**src/design/sha1_hash_stream_macros.svh**
```systemverilog
// Assertion macros shared by the SHA-1 stream hasher modules.
`ifndef SHA1_HASH_STREAM_MACROS_SVH
`define SHA1_HASH_STREAM_MACROS_SVH

// Implication checked every clock, off while reset is asserted.
`define SHA1HS_ASSERT_IMP(name, ante, cons, msg) \
  name: assert property (@(posedge clk_i) disable iff (!rst_ni) (ante) |-> (cons)) \
    else $error(msg);

// Same, with the consequent checked on the next clock.
`define SHA1HS_ASSERT_NXT(name, ante, cons, msg) \
  name: assert property (@(posedge clk_i) disable iff (!rst_ni) (ante) |=> (cons)) \
    else $error(msg);

`endif

```
**src/design/sha1hs_pkg.sv**
```systemverilog
// Types, constants and round functions of the SHA-1 stream hasher.
package sha1hs_pkg;

  localparam logic [31:0] IV_A = 32'h67452301;
  localparam logic [31:0] IV_B = 32'hEFCDAB89;
  localparam logic [31:0] IV_C = 32'h98BADCFE;
  localparam logic [31:0] IV_D = 32'h10325476;
  localparam logic [31:0] IV_E = 32'hC3D2E1F0;

  localparam logic [31:0] K_0 = 32'h5A827999;
  localparam logic [31:0] K_1 = 32'h6ED9EBA1;
  localparam logic [31:0] K_2 = 32'h8F1BBCDC;
  localparam logic [31:0] K_3 = 32'hCA62C1D6;

  localparam logic [7:0] PAD_BYTE = 8'h80;

  localparam int ROUNDS  = 80;
  localparam int ROUND_W = $clog2(ROUNDS);
  localparam int COUNT_W = 61;

  // Fill level where the length field starts, and the last byte of a block.
  localparam logic [5:0] LEN_START = 6'd56;
  localparam logic [5:0] FILL_LAST = 6'd63;

  localparam int QUEUE_DEPTH = 4;

  // Register indexes on the configuration port.
  localparam logic [2:0] REG_INIT_A     = 3'd0;
  localparam logic [2:0] REG_INIT_B     = 3'd1;
  localparam logic [2:0] REG_INIT_C     = 3'd2;
  localparam logic [2:0] REG_INIT_D     = 3'd3;
  localparam logic [2:0] REG_INIT_E     = 3'd4;
  localparam logic [2:0] REG_BYTE_COUNT = 3'd5;

  localparam logic [2:0] LAST_WORD_IDX = 3'd4;

  typedef struct packed {
    logic [7:0] data;
    logic       has_byte;
    logic       is_last;
  } item_t;

  typedef struct packed {
    logic [4:0][31:0]     words;
    logic [COUNT_W-1:0]   count;
  } cfg_t;

  typedef enum logic [2:0] {
    ST_IDLE,
    ST_ROUND,
    ST_ADD,
    ST_PAD,
    ST_ZERO,
    ST_LEN,
    ST_OUT
  } back_state_e;

  function automatic logic [31:0] round_f(logic [ROUND_W-1:0] r, logic [31:0] b,
                                          logic [31:0] c, logic [31:0] d);
    logic [31:0] f;
    if (r < ROUND_W'(20)) begin
      f = (b & c) | (~b & d);
    end else if (r < ROUND_W'(40)) begin
      f = b ^ c ^ d;
    end else if (r < ROUND_W'(60)) begin
      f = (b & c) | (b & d) | (c & d);
    end else begin
      f = b ^ c ^ d;
    end
    return f;
  endfunction

  function automatic logic [31:0] round_k(logic [ROUND_W-1:0] r);
    logic [31:0] k;
    if (r < ROUND_W'(20)) begin
      k = K_0;
    end else if (r < ROUND_W'(40)) begin
      k = K_1;
    end else if (r < ROUND_W'(60)) begin
      k = K_2;
    end else begin
      k = K_3;
    end
    return k;
  endfunction

endpackage

```
**src/design/sha1hs_front.sv**
```systemverilog
// Input side: takes stream words and queues them for the hashing engine.
`include "sha1_hash_stream_macros.svh"

module sha1hs_front #(
  parameter int Depth = sha1hs_pkg::QUEUE_DEPTH
) (
  input  logic               clk_i,
  input  logic               rst_ni,
  input  logic               s_valid_i,
  output logic               s_ready_o,
  input  logic [7:0]         s_data_i,
  input  logic               s_has_byte_i,
  input  logic               s_last_i,
  output logic               q_valid_o,
  input  logic               q_ready_i,
  output sha1hs_pkg::item_t  q_item_o
);

  localparam int AW = (Depth > 1) ? $clog2(Depth) : 1;
  localparam int CW = $clog2(Depth + 1);

  sha1hs_pkg::item_t       mem_q [Depth];
  logic [AW-1:0]           wr_ptr_q, rd_ptr_q;
  logic [CW-1:0]           cnt_q;
  logic                    push, pop;
  sha1hs_pkg::item_t       item_in;

  assign item_in.data     = s_data_i;
  assign item_in.has_byte = s_has_byte_i;
  assign item_in.is_last  = s_last_i;

  assign s_ready_o = (cnt_q != CW'(Depth));
  assign q_valid_o = (cnt_q != '0);
  assign q_item_o  = mem_q[rd_ptr_q];
  assign push      = s_valid_i && s_ready_o;
  assign pop       = q_valid_o && q_ready_i;

  always_ff @(posedge clk_i) begin
    if (push) begin
      mem_q[wr_ptr_q] <= item_in;
    end
  end

  always_ff @(posedge clk_i or negedge rst_ni) begin
    if (!rst_ni) begin
      wr_ptr_q <= '0;
      rd_ptr_q <= '0;
      cnt_q    <= '0;
    end else begin
      if (push) begin
        wr_ptr_q <= (wr_ptr_q == AW'(Depth - 1)) ? '0 : wr_ptr_q + 1'b1;
      end
      if (pop) begin
        rd_ptr_q <= (rd_ptr_q == AW'(Depth - 1)) ? '0 : rd_ptr_q + 1'b1;
      end
      if (push && !pop) begin
        cnt_q <= cnt_q + 1'b1;
      end else if (pop && !push) begin
        cnt_q <= cnt_q - 1'b1;
      end
    end
  end

  `SHA1HS_ASSERT_NXT(a_front_fill, push && !pop, cnt_q == $past(cnt_q) + 1'b1, "queue count did not grow on push")

endmodule

```
**src/design/sha1hs_back.sv**
```systemverilog
// Hashing engine: packs bytes into words, runs the 80 rounds, pads, emits the digest.
`include "sha1_hash_stream_macros.svh"

module sha1hs_back (
  input  logic               clk_i,
  input  logic               rst_ni,
  input  sha1hs_pkg::cfg_t   cfg_i,
  input  logic               q_valid_i,
  output logic               q_ready_o,
  input  sha1hs_pkg::item_t  q_item_i,
  output logic               m_valid_o,
  input  logic               m_ready_i,
  output logic [31:0]        m_word_o,
  output logic [2:0]         m_index_o,
  output logic               m_last_o
);

  localparam int RW = sha1hs_pkg::ROUND_W;

  sha1hs_pkg::back_state_e state_q, state_d, ret_q, ret_d;

  logic [RW-1:0]                    round_q;
  logic [5:0]                       fill_q, fill_d;
  logic [sha1hs_pkg::COUNT_W-1:0]   total_q, total_d;
  logic                             open_q, open_d;
  logic [23:0]                      acc_q;
  logic [15:0][31:0]                w_q;
  logic [4:0][31:0]                 wv_q;
  logic [4:0][31:0]                 chain_q;
  logic [2:0]                       widx_q, widx_d;
  logic                             out_vld_q;
  logic [31:0]                      out_word_q;
  logic [2:0]                       out_idx_q;
  logic                             out_last_q;

  logic        push_en;
  logic [7:0]  push_byte;
  logic        w_shift;
  logic [31:0] w_in;
  logic        load_cfg;
  logic        out_load;
  logic [31:0] sched_new;
  logic [31:0] t_sum;
  logic [63:0] bit_len;
  logic [7:0]  len_byte;

  assign bit_len   = {total_q, 3'b000};
  assign len_byte  = bit_len[8 * (7 - fill_q[2:0]) +: 8];
  assign sched_new = w_q[13] ^ w_q[8] ^ w_q[2] ^ w_q[0];
  assign t_sum     = {wv_q[0][26:0], wv_q[0][31:27]}
                   + sha1hs_pkg::round_f(round_q, wv_q[1], wv_q[2], wv_q[3])
                   + wv_q[4] + sha1hs_pkg::round_k(round_q) + w_q[0];

  assign q_ready_o = (state_q == sha1hs_pkg::ST_IDLE);
  assign m_valid_o = out_vld_q;
  assign m_word_o  = out_word_q;
  assign m_index_o = out_idx_q;
  assign m_last_o  = out_last_q;

  always_comb begin
    state_d   = state_q;
    ret_d     = ret_q;
    fill_d    = fill_q;
    total_d   = total_q;
    open_d    = open_q;
    widx_d    = widx_q;
    push_en   = 1'b0;
    push_byte = 8'h00;
    load_cfg  = 1'b0;
    out_load  = 1'b0;

    case (state_q)
      sha1hs_pkg::ST_IDLE: begin
        if (q_valid_i) begin
          open_d   = 1'b1;
          load_cfg = !open_q;
          total_d  = open_q ? total_q : cfg_i.count;
          if (q_item_i.has_byte) begin
            push_en   = 1'b1;
            push_byte = q_item_i.data;
            total_d   = total_d + 1'b1;
          end
          if (q_item_i.has_byte && fill_q == sha1hs_pkg::FILL_LAST) begin
            state_d = sha1hs_pkg::ST_ROUND;
            ret_d   = q_item_i.is_last ? sha1hs_pkg::ST_PAD : sha1hs_pkg::ST_IDLE;
          end else if (q_item_i.is_last) begin
            state_d = sha1hs_pkg::ST_PAD;
          end
        end
      end
      sha1hs_pkg::ST_ROUND: begin
        if (round_q == RW'(sha1hs_pkg::ROUNDS - 1)) begin
          state_d = sha1hs_pkg::ST_ADD;
        end
      end
      sha1hs_pkg::ST_ADD: begin
        state_d = ret_q;
      end
      sha1hs_pkg::ST_PAD: begin
        push_en   = 1'b1;
        push_byte = sha1hs_pkg::PAD_BYTE;
        state_d   = sha1hs_pkg::ST_ZERO;
        if (fill_q == sha1hs_pkg::FILL_LAST) begin
          state_d = sha1hs_pkg::ST_ROUND;
          ret_d   = sha1hs_pkg::ST_ZERO;
        end
      end
      sha1hs_pkg::ST_ZERO: begin
        if (fill_q == sha1hs_pkg::LEN_START) begin
          state_d = sha1hs_pkg::ST_LEN;
        end else begin
          push_en = 1'b1;
          if (fill_q == sha1hs_pkg::FILL_LAST) begin
            state_d = sha1hs_pkg::ST_ROUND;
            ret_d   = sha1hs_pkg::ST_ZERO;
          end
        end
      end
      sha1hs_pkg::ST_LEN: begin
        push_en   = 1'b1;
        push_byte = len_byte;
        if (fill_q == sha1hs_pkg::FILL_LAST) begin
          state_d = sha1hs_pkg::ST_ROUND;
          ret_d   = sha1hs_pkg::ST_OUT;
        end
      end
      sha1hs_pkg::ST_OUT: begin
        if (!out_vld_q || m_ready_i) begin
          out_load = 1'b1;
          widx_d   = widx_q + 1'b1;
          if (widx_q == sha1hs_pkg::LAST_WORD_IDX) begin
            widx_d  = '0;
            open_d  = 1'b0;
            state_d = sha1hs_pkg::ST_IDLE;
          end
        end
      end
      default: begin
        state_d = sha1hs_pkg::ST_IDLE;
      end
    endcase

    if (push_en) begin
      fill_d = fill_q + 1'b1;
    end

    // The schedule line shifts on every completed word and on every round.
    w_shift = (push_en && fill_q[1:0] == 2'b11) || (state_q == sha1hs_pkg::ST_ROUND);
    w_in    = (state_q == sha1hs_pkg::ST_ROUND) ? {sched_new[30:0], sched_new[31]}
                                                : {acc_q, push_byte};
  end

  // Datapath registers.
  always_ff @(posedge clk_i) begin
    if (push_en) begin
      acc_q <= {acc_q[15:0], push_byte};
    end
    if (w_shift) begin
      for (int i = 0; i < 15; i++) begin
        w_q[i] <= w_q[i + 1];
      end
      w_q[15] <= w_in;
    end
    if (load_cfg) begin
      chain_q <= cfg_i.words;
    end else if (state_q == sha1hs_pkg::ST_ADD) begin
      for (int i = 0; i < 5; i++) begin
        chain_q[i] <= chain_q[i] + wv_q[i];
      end
    end
    if (state_q != sha1hs_pkg::ST_ROUND && state_d == sha1hs_pkg::ST_ROUND) begin
      wv_q <= chain_q;
    end else if (state_q == sha1hs_pkg::ST_ROUND) begin
      wv_q[0] <= t_sum;
      wv_q[1] <= wv_q[0];
      wv_q[2] <= {wv_q[1][1:0], wv_q[1][31:2]};
      wv_q[3] <= wv_q[2];
      wv_q[4] <= wv_q[3];
    end
    total_q <= total_d;
    if (out_load) begin
      out_word_q <= chain_q[widx_q];
      out_idx_q  <= widx_q;
      out_last_q <= (widx_q == sha1hs_pkg::LAST_WORD_IDX);
    end
  end

  // Control registers.
  always_ff @(posedge clk_i or negedge rst_ni) begin
    if (!rst_ni) begin
      state_q   <= sha1hs_pkg::ST_IDLE;
      ret_q     <= sha1hs_pkg::ST_IDLE;
      round_q   <= '0;
      fill_q    <= '0;
      open_q    <= 1'b0;
      widx_q    <= '0;
      out_vld_q <= 1'b0;
    end else begin
      state_q <= state_d;
      ret_q   <= ret_d;
      fill_q  <= fill_d;
      open_q  <= open_d;
      widx_q  <= widx_d;
      if (state_q == sha1hs_pkg::ST_ROUND) begin
        round_q <= round_q + 1'b1;
      end else begin
        round_q <= '0;
      end
      if (out_load) begin
        out_vld_q <= 1'b1;
      end else if (m_ready_i) begin
        out_vld_q <= 1'b0;
      end
    end
  end

  `SHA1HS_ASSERT_IMP(a_round_on_full, state_q != sha1hs_pkg::ST_ROUND && state_d == sha1hs_pkg::ST_ROUND, fill_d == '0, "compression started on a partial block")
  `SHA1HS_ASSERT_IMP(a_len_position, state_q == sha1hs_pkg::ST_LEN, fill_q[5:3] == 3'b111, "length bytes outside the last eight slots")
  `SHA1HS_ASSERT_IMP(a_out_aligned, state_q == sha1hs_pkg::ST_OUT, fill_q == '0 && open_q, "digest read-out with a partial block")
  `SHA1HS_ASSERT_NXT(a_msg_close, out_load && widx_q == sha1hs_pkg::LAST_WORD_IDX, state_q == sha1hs_pkg::ST_IDLE && !open_q && out_last_q, "message not closed after the fifth word")

endmodule

```
**src/design/sha1_hash_stream.sv**
```systemverilog
// SHA-1 stream hasher: top level with configuration registers, input queue and engine.
//
// Usage:
//  - Input stream (s_axis_*): one word per message byte. tdata[7:0] is the byte,
//    tuser is 1 when tdata carries a byte (0 for an empty word), tlast ends the
//    message. An empty word with tlast closes a message without adding a byte.
//  - Output stream (m_axis_*): after each tlast the five digest words H0..H4
//    come out in order; tuser gives the word index 0..4, tlast marks word 4.
//  - Config port (APB, 64-bit data, 8-byte register spacing): words A..E of the
//    starting chaining value at 0x00..0x20 and the starting byte count at 0x28.
//    They are loaded when a message opens; writes take effect at the next one.
//  - Throughput: the engine takes bytes while idle and takes none while it runs the
//    80 rounds and the final add of each full 64-byte block.
//    A small input queue keeps taking words while the engine is in its round loop.
//  - Latency from tlast to the first digest word: the padding and length bytes, one
//    or two compressions, and the queue and output register; the digest words then
//    follow in order.
//  - Reset restores the standard SHA-1 starting values and a zero byte count and
//    empties the queue. A stalled receiver holds the digest word in the output
//    register and the engine waits before loading the next one.
module sha1_hash_stream #(
  parameter int QueueDepth = sha1hs_pkg::QUEUE_DEPTH
) (
  input  logic        clk_i,
  input  logic        rst_ni,
  // Input stream
  input  logic        s_axis_tvalid,
  output logic        s_axis_tready,
  input  logic [7:0]  s_axis_tdata,   // [7:0] data_byte
  input  logic        s_axis_tuser,   // [0] has_byte
  input  logic        s_axis_tlast,   // is_last
  // Output stream
  output logic        m_axis_tvalid,
  input  logic        m_axis_tready,
  output logic [31:0] m_axis_tdata,   // [31:0] digest_word
  output logic [2:0]  m_axis_tuser,   // [2:0] word_index
  output logic        m_axis_tlast,   // last_word
  // Configuration port
  input  logic        psel,
  input  logic        penable,
  input  logic        pwrite,
  input  logic [5:0]  paddr,
  input  logic [63:0] pwdata,
  output logic [63:0] prdata,
  output logic        pready
);

  sha1hs_pkg::cfg_t   cfg_q;
  logic               cfg_wr;
  logic [2:0]         reg_idx;
  logic               q_valid, q_ready;
  sha1hs_pkg::item_t  q_item;

  assign pready  = 1'b1;
  assign reg_idx = paddr[5:3];
  assign cfg_wr  = psel && penable && pwrite && pready;

  // Configuration registers; an address past the byte count is ignored.
  always_ff @(posedge clk_i or negedge rst_ni) begin
    if (!rst_ni) begin
      cfg_q.words[0] <= sha1hs_pkg::IV_A;
      cfg_q.words[1] <= sha1hs_pkg::IV_B;
      cfg_q.words[2] <= sha1hs_pkg::IV_C;
      cfg_q.words[3] <= sha1hs_pkg::IV_D;
      cfg_q.words[4] <= sha1hs_pkg::IV_E;
      cfg_q.count    <= '0;
    end else if (cfg_wr) begin
      case (reg_idx)
        sha1hs_pkg::REG_INIT_A:     cfg_q.words[0] <= pwdata[31:0];
        sha1hs_pkg::REG_INIT_B:     cfg_q.words[1] <= pwdata[31:0];
        sha1hs_pkg::REG_INIT_C:     cfg_q.words[2] <= pwdata[31:0];
        sha1hs_pkg::REG_INIT_D:     cfg_q.words[3] <= pwdata[31:0];
        sha1hs_pkg::REG_INIT_E:     cfg_q.words[4] <= pwdata[31:0];
        sha1hs_pkg::REG_BYTE_COUNT: cfg_q.count    <= pwdata[sha1hs_pkg::COUNT_W-1:0];
        default: ;
      endcase
    end
  end

  always_comb begin
    case (reg_idx)
      sha1hs_pkg::REG_INIT_A:     prdata = {32'h0, cfg_q.words[0]};
      sha1hs_pkg::REG_INIT_B:     prdata = {32'h0, cfg_q.words[1]};
      sha1hs_pkg::REG_INIT_C:     prdata = {32'h0, cfg_q.words[2]};
      sha1hs_pkg::REG_INIT_D:     prdata = {32'h0, cfg_q.words[3]};
      sha1hs_pkg::REG_INIT_E:     prdata = {32'h0, cfg_q.words[4]};
      sha1hs_pkg::REG_BYTE_COUNT: prdata = {3'b000, cfg_q.count};
      default:                    prdata = '0;
    endcase
  end

  // Front: input queue.
  sha1hs_front #(
    .Depth (QueueDepth)
  ) u_front (
    .clk_i        (clk_i),
    .rst_ni       (rst_ni),
    .s_valid_i    (s_axis_tvalid),
    .s_ready_o    (s_axis_tready),
    .s_data_i     (s_axis_tdata),
    .s_has_byte_i (s_axis_tuser),
    .s_last_i     (s_axis_tlast),
    .q_valid_o    (q_valid),
    .q_ready_i    (q_ready),
    .q_item_o     (q_item)
  );

  // Back: packing, compression, padding and digest read-out.
  sha1hs_back u_back (
    .clk_i     (clk_i),
    .rst_ni    (rst_ni),
    .cfg_i     (cfg_q),
    .q_valid_i (q_valid),
    .q_ready_o (q_ready),
    .q_item_i  (q_item),
    .m_valid_o (m_axis_tvalid),
    .m_ready_i (m_axis_tready),
    .m_word_o  (m_axis_tdata),
    .m_index_o (m_axis_tuser),
    .m_last_o  (m_axis_tlast)
  );

endmodule

```
**config.mk**
```make
export PLATFORM = sky130hd
export DESIGN_NAME = sha1_hash_stream
export DESIGN_NICKNAME = d
export VERILOG_FILES = /design/src/design/sha1hs_pkg.sv /design/src/design/sha1hs_front.sv /design/src/design/sha1hs_back.sv /design/src/design/sha1_hash_stream.sv
export VERILOG_INCLUDE_DIRS = /design/src /design/src/design
export SDC_FILE = /design/constraint.sdc
export NUM_CORES = 2
export LEC_CHECK = 0
export CAP_MARGIN = 20
export CORE_ASPECT_RATIO = 2
export CORE_MARGIN = 3
export CORE_UTILIZATION = 30
export DETAILED_ROUTE_END_ITERATION = 10
export DONT_BUFFER_PORTS = 1
export SKIP_CTS_REPAIR_TIMING = 1
export SLEW_MARGIN = 20
export SYNTH_ARGS = -nofsm -noshare
export SYNTH_HDL_FRONTEND = slang
export SYNTH_SLANG_ARGS = --single-unit
```
**constraint.sdc**
```tcl
create_clock -name clk_i -period 14.7 [get_ports clk_i]
set_clock_uncertainty 0.15 [all_clocks]
set_input_delay 0.735 -clock clk_i [delete_from_list [all_inputs] [get_ports clk_i]]
set_output_delay 0.735 -clock clk_i [all_outputs]
set_load 0.02 [all_outputs]
```
After elaboration in Yosys (flattened, before gate mapping). Memory sizes are Yosys's and may differ from the RTL's. Index checks and enable logic that the tools add are counted. W data, S select, Z words.

$add $sub $neg: 18. Order comparisons: 4. Equal/unequal tests: 27. Shift operators: 1. Muxes and demuxes: 58. Bitwise logic cells: 13. Reductions and logical operators: 35.

Operators by type and width (count): $mux W160 (4); $pmux W61 S6 (1); $add A32 B32 Y32 (9); $mux W32 (7); $xor A32 B32 Y32 (5); $and A32 B32 Y32 (4); $mux W61 (2); $bmux W32 S3 (1); $or A32 B32 Y32 (3); $shiftx A64 B33 Y8 (1); $add A61 B1 Y61 const B (1); $mux W3 (17); $not A32 Y32 (1); $mux W31 (1); $pmux W8 S3 (1); $pmux W3 S7 (1); $eq A3 B3 Y1 const B (6); $mux W8 (2); $reduce_and A2 Y1 (8); $lt A7 B6 Y1 const B (2); $mux W1 (14); $eq A3 B2 Y1 const B (4); $eq A6 B6 Y1 const B (2); $pmux W3 S4 (1); 29 further kinds (58).

Flip-flop bits (word level): 1205. RAM bits: 40. Input bits: 87. Word-level logic and storage cells: 204. Memories kept: 1.

Memories: u_front.mem_q (depth 4, width 10, rd ports 1, clocked after memory_dff 0, write ports 1, line sha1hs_front.sv:22) `sha1hs_pkg::item_t mem_q [Depth];`.

Logic depth before layout (Yosys ltp).
Depth in word-level cells: 12. Mapped depth: 27.

By module. Synthesis repeated with hierarchy kept, for this count alone.

Cell total of the unflattened synthesis: 5176. Area, all modules: 64082.7 um^2.

Modules (own cells, without submodules): sha1hs_back (instances 1, cells each 4341, area each 51819.7 um^2); sha1_hash_stream (instances 1, cells each 747, area each 10383.7 um^2); sha1hs_front (instances 1, cells each 88, area each 1879.3 um^2).

Worst setup path after synthesis. Ideal clock, no wire load.

Kind: flip-flop to flip-flop. From: reg u_front.cnt_q[0]. To: reg u_back.w_q[0] (netlist bit) (enable). Arrival time: 11.940 ns. Required time: 10.902 ns. Path slack: -1.037 ns. Stages on the path, launching flop included: 9. Buffers on the path: 0. Cell sequence: dfrtp_1 > nor3_1 > nor2_1 > nand2_1 > clkinv_1 > nand2_1 > o211ai_1 > nand2_1 > nand2_1.

Cells in the longest elaborated chain, start to end: 5.

RTL lines: start, declared (line sha1hs_front.sv:24) `logic [CW-1:0] cnt_q;`; start signal, assigned (line sha1hs_front.sv:57) `cnt_q <= cnt_q + 1'b1;`; start signal, assigned (line sha1hs_front.sv:59) `cnt_q <= cnt_q - 1'b1;`; $reduce_bool A3 Y1 (line sha1hs_front.sv:33) `assign q_valid_o = (cnt_q != '0);`; $mux W1 (line sha1hs_back.sv:74) `if (q_valid_i) begin`; $pmux W1 S3 (line sha1hs_back.sv:72) `case (state_q)`; named net u_back.push_en (line sha1hs_back.sv:36) `logic push_en;`; $logic_and A1 B1 Y1 (line sha1hs_back.sv:148) `w_shift = (push_en && fill_q[1:0] == 2'b11) || (state_q == sha1hs_pkg::ST_ROUND);`; $logic_or A1 B1 Y1 (line sha1hs_back.sv:148); named net u_back.w_shift (line sha1hs_back.sv:38) `logic w_shift;`; end signal, assigned by index (line sha1hs_back.sv:160) `w_q[i] <= w_q[i + 1];`; end, declared (line sha1hs_back.sv:27) `logic [15:0][31:0] w_q;`.

The timed path passes the listed nets, and every way through them passes these cells. A chain may end at the register's enable or synchronous reset.

Worst setup path after layout.
From: reg u_back.round_q[4]. To: reg u_back.wv_q[31] (netlist bit), data pin.

Cells in the longest elaborated chain, start to end: 10.

RTL lines: start, declared (line sha1hs_back.sv:22) `logic [RW-1:0] round_q;`; start signal, assigned (line sha1hs_back.sv:205) `round_q <= round_q + 1'b1;`; $lt A7 B6 Y1 (line sha1hs_pkg.sv:65, sha1hs_pkg.sv:79); $mux W32 (line sha1hs_pkg.sv:65) `end else if (r < ROUND_W'(60)) begin`; $mux W32 (line sha1hs_pkg.sv:63) `end else if (r < ROUND_W'(40)) begin`; $mux W32 (line sha1hs_pkg.sv:61) `if (r < ROUND_W'(20)) begin`; $add A32 B32 Y32 (line sha1hs_back.sv:51) `+ sha1hs_pkg::round_f(round_q, wv_q[1], wv_q[2], wv_q[3])`; $add A32 B32 Y32 (3 in series) (line sha1hs_back.sv:52) `+ wv_q[4] + sha1hs_pkg::round_k(round_q) + w_q[0];`; $mux W160 (line sha1hs_back.sv:173) `end else if (state_q == sha1hs_pkg::ST_ROUND) begin`; $mux W160 (*) (line sha1hs_back.sv:171) `if (state_q != sha1hs_pkg::ST_ROUND && state_d == sha1hs_pkg::ST_ROUND) begin`; end signal, assigned (line sha1hs_back.sv:172) `wv_q <= chain_q;`; end, declared (line sha1hs_back.sv:28) `logic [4:0][31:0] wv_q;`.

Every way passes the cells marked *; elsewhere a longest branch is shown, timed or not. The select of a mux whose other input is x is not followed.

==> out/qor.txt <==
Status -> complete, but fails checks
Violated checks -> slew limit
XOR/XNOR Fraction of Synth Area -> 4.75%
Clk slew on worst S/H paths -> 70 ps
Gr ovfl total -> 0
Largest net degree at the start of global routing -> 253
Post-route design area -> 0.0706 mm²
CP Launch Type -> register
Most used flip-flop cell after synthesis -> edfxtp_1
WL per Instance -> 26.0 µm
Tmin final -> 8350 ps
Worst Path Buf+Inv -> 6
Cell taking the most area after synthesis -> edfxtp_1
Max incr delay on CP -> 590 ps
Multi-input gate area -> 0.0251 mm²
Critical path class -> register to register
EDFF count, synth -> 993
Complex-gate fraction of the synthesized area -> 9.51%
Vias -> 39900
Total negative slack -> 0 ps
Crit path depth -> 26
HP Start -> pwdata[14]
Slew HR -> -8.83%
Static leakage -> 0.0267 µW
Largest family of logic cells by synthesized area -> compound AO/OA/AOI/OAI gates
Bufs on Longest Clock Path -> 3
Placement Cell Area -> 0.0662 mm²
CTS root buf -> clkbuf_16
Share of cells above drive strength 1 -> 15.4%
Port Buf Inserts -> 0
Mux cell area share after synthesis -> 9.25%
Total power -> 7400 µW
End point of the critical path -> u_back.wv_q[31]
Placer congestion estimate -> 0.935
Storage element area -> 0.0362 mm²
Area of the mapped netlist -> 0.0629 mm²
F_max -> 120 MHz
R2R Path Start -> u_back.round_q[4]
Die H -> 653 µm
Final setup violation count -> 0
Total CTS buffers -> 103
Core Region -> 0.208 mm²
Slew Limit Fails -> 130
Vias/cell -> 5.17
WP data required -> 15060 ps
Sequential element share of the synthesized area -> 57.6%
Critical Path AT -> 8710 ps
Clock Sinks -> 1245
Async set or reset register ratio after synthesis -> 20.2%
PwrDens -> 105 mW/mm²
Synth top area share -> 47.4%
Remaining antenna violation count -> 0
Drt pass-1 iters -> 6
Final nets -> 5324
Syn Inst Count -> 4818
Clock latency on the worst-skew pair -> 770 ps
Syn Area/Cell -> 13.0 µm²
Detailed Place HPWL -> 147 mm
WHS -> 6.03 ps
Initial drt markers -> 3170
Count of final hold-check violations -> 0
WL final -> 201 mm
Vias in the first global route -> 40900
Initial core utilization -> 30.2%
Number of max-cap violations -> 0
Most common cell in the synthesized netlist -> edfxtp_1
CTS tree -> built
Die Width -> 330 µm
CP max-delay cell -> nand2_2
First-pass GRT wire length -> 285 mm
Row cnt -> 237
Synth cell count leaders -> edfxtp_1, nand2_1, mux2_2, o21ai_0, nor2_1
P&R area growth vs syn -> 12.2%
Fin util -> 33.8%
Initial antenna violation count -> 12
Period utilisation layout -> 56.8%
RSZ-0062 raised after global routing -> false
Post-synthesis adder-cell area fraction -> 8.60%
Synthesis Warnings -> 0
Worst hold path type -> input port to register
Worst R2R Path Depth -> 26
Worst vdd rail ir drop -> 0.000125 V
DRC viols -> 0
Post-Synth Simple-Gate Area -> 7.55%
Largest cells by area after synthesis -> edfxtp_1, dfrtp_1, mux2_2
Fillcell total -> 20300
Worst Tran Pin Value -> 1630 ps
Total GRT Usage -> 18.2%
I/O pins -> 190
Yosys reg bits -> 1245
Crit-path max FO -> 21
Worst setup path startpoint -> u_back.round_q[4]
Die area -> 0.215 mm²
Netlist cell types -> 90
Reg2Reg Setup Slack -> 6350 ps
Critical R2R Capture -> u_back.wv_q[31]
Crit path capture type -> register
H-Tree Level Count -> 3
Family with the most delay on the worst path -> compound AO/OA/AOI/OAI gates
flip-flops by register name, summed over array words and instances (netlist names), 6 cells and up:
name and count:
u_back.chain_q 160, u_back.w_q 512, u_back.fill_q 6, u_back.wv_q 160, u_back.acc_q 24, u_back.total_q 61, cfg_q 221, u_back.round_q 7
u_back.m_word_o 32, u_front.mem_q 40
where the power goes:
part	internal [µW]	switching (µW)	total, µW
sequential	3940	144	4080
combinational	152	195	347
clock	1580	1400	2970
layout by cell type (no fill, tap or decap), types with 88 or more instances in the layout:
cell / count
inv_1: 250
a21o_1: 88
o21ai_0: 293
xnor2_1: 201
edfxtp_1: 993
nand3_1: 112
ha_1: 232
mux2_2: 352
xor2_1: 140
nor2_1: 257
dfrtp_1: 168
nand2_1: 371
clkbuf_16: 110
fa_1: 125
a21oi_1: 229
a22oi_1: 102
worst reg2reg max path, delay by kind of cell, from the launching register on:
family / cells / cell delay, ps
compound gates: 9 / 2940
simple gates: 4 / 1210
flops: 1 / 460
xor+xnor: 1 / 210
mux: 1 / 280
buf+inv: 6 / 900
fa+ha+maj: 5 / 1990
layer usage:
metal,up-vias,track usage (%),routed length [µm]
met5,-,0,50
met4,8,17.6,23500
met3,529,3.33,9820
met2,1316,31.0,98200
met1,20300,18.4,69300
li1,17800,-,-
cell type report:
cell class                      instances  share of cell area, %
Multi-Input combinational cell       3144                   35.6
Clock buffer                          134                   4.11
Antenna cell                            7                 0.0248
Tap cell                             2748                   4.87
Clock inverter                         57                  0.972
Inverter                              253                   1.35
Timing Repair Buffer                  133                   1.73
Sequential cell                      1245                   51.4
per-stage QoR:
stage,setup WS (ps),cells
3_5_place_dp,6520,7454
4_1_cts,6430,7645
6_report,6350,7721
3_3_place_gp,6090,7454
2_1_floorplan,1740,4820
5_1_grt,6050,7717
cell families after synthesis:
family,after synthesis
flip-flops,1245
AND/OR/NAND/NOR,1026
other,2
multiplexers,468
adder cells (fa/ha/maj),357
buffers and inverters,431
XOR/XNOR,341
AO/OA/AOI/OAI,948
worst min path at each step:
stage / to / slack (ps) / cells past startpoint
6_report: cfg_q[14] / 6 / 1
5_1_grt: cfg_q[76] / -0.08 / 1
4_1_cts: cfg_q[103] / -490 / 0
3_5_place_dp: u_back.w_q[101] / 250 / 0
3_3_place_gp: u_back.w_q[469] / 250 / 0
2_1_floorplan: u_back.w_q[0] / 250 / 0
(Power assumes the default switching activity.)
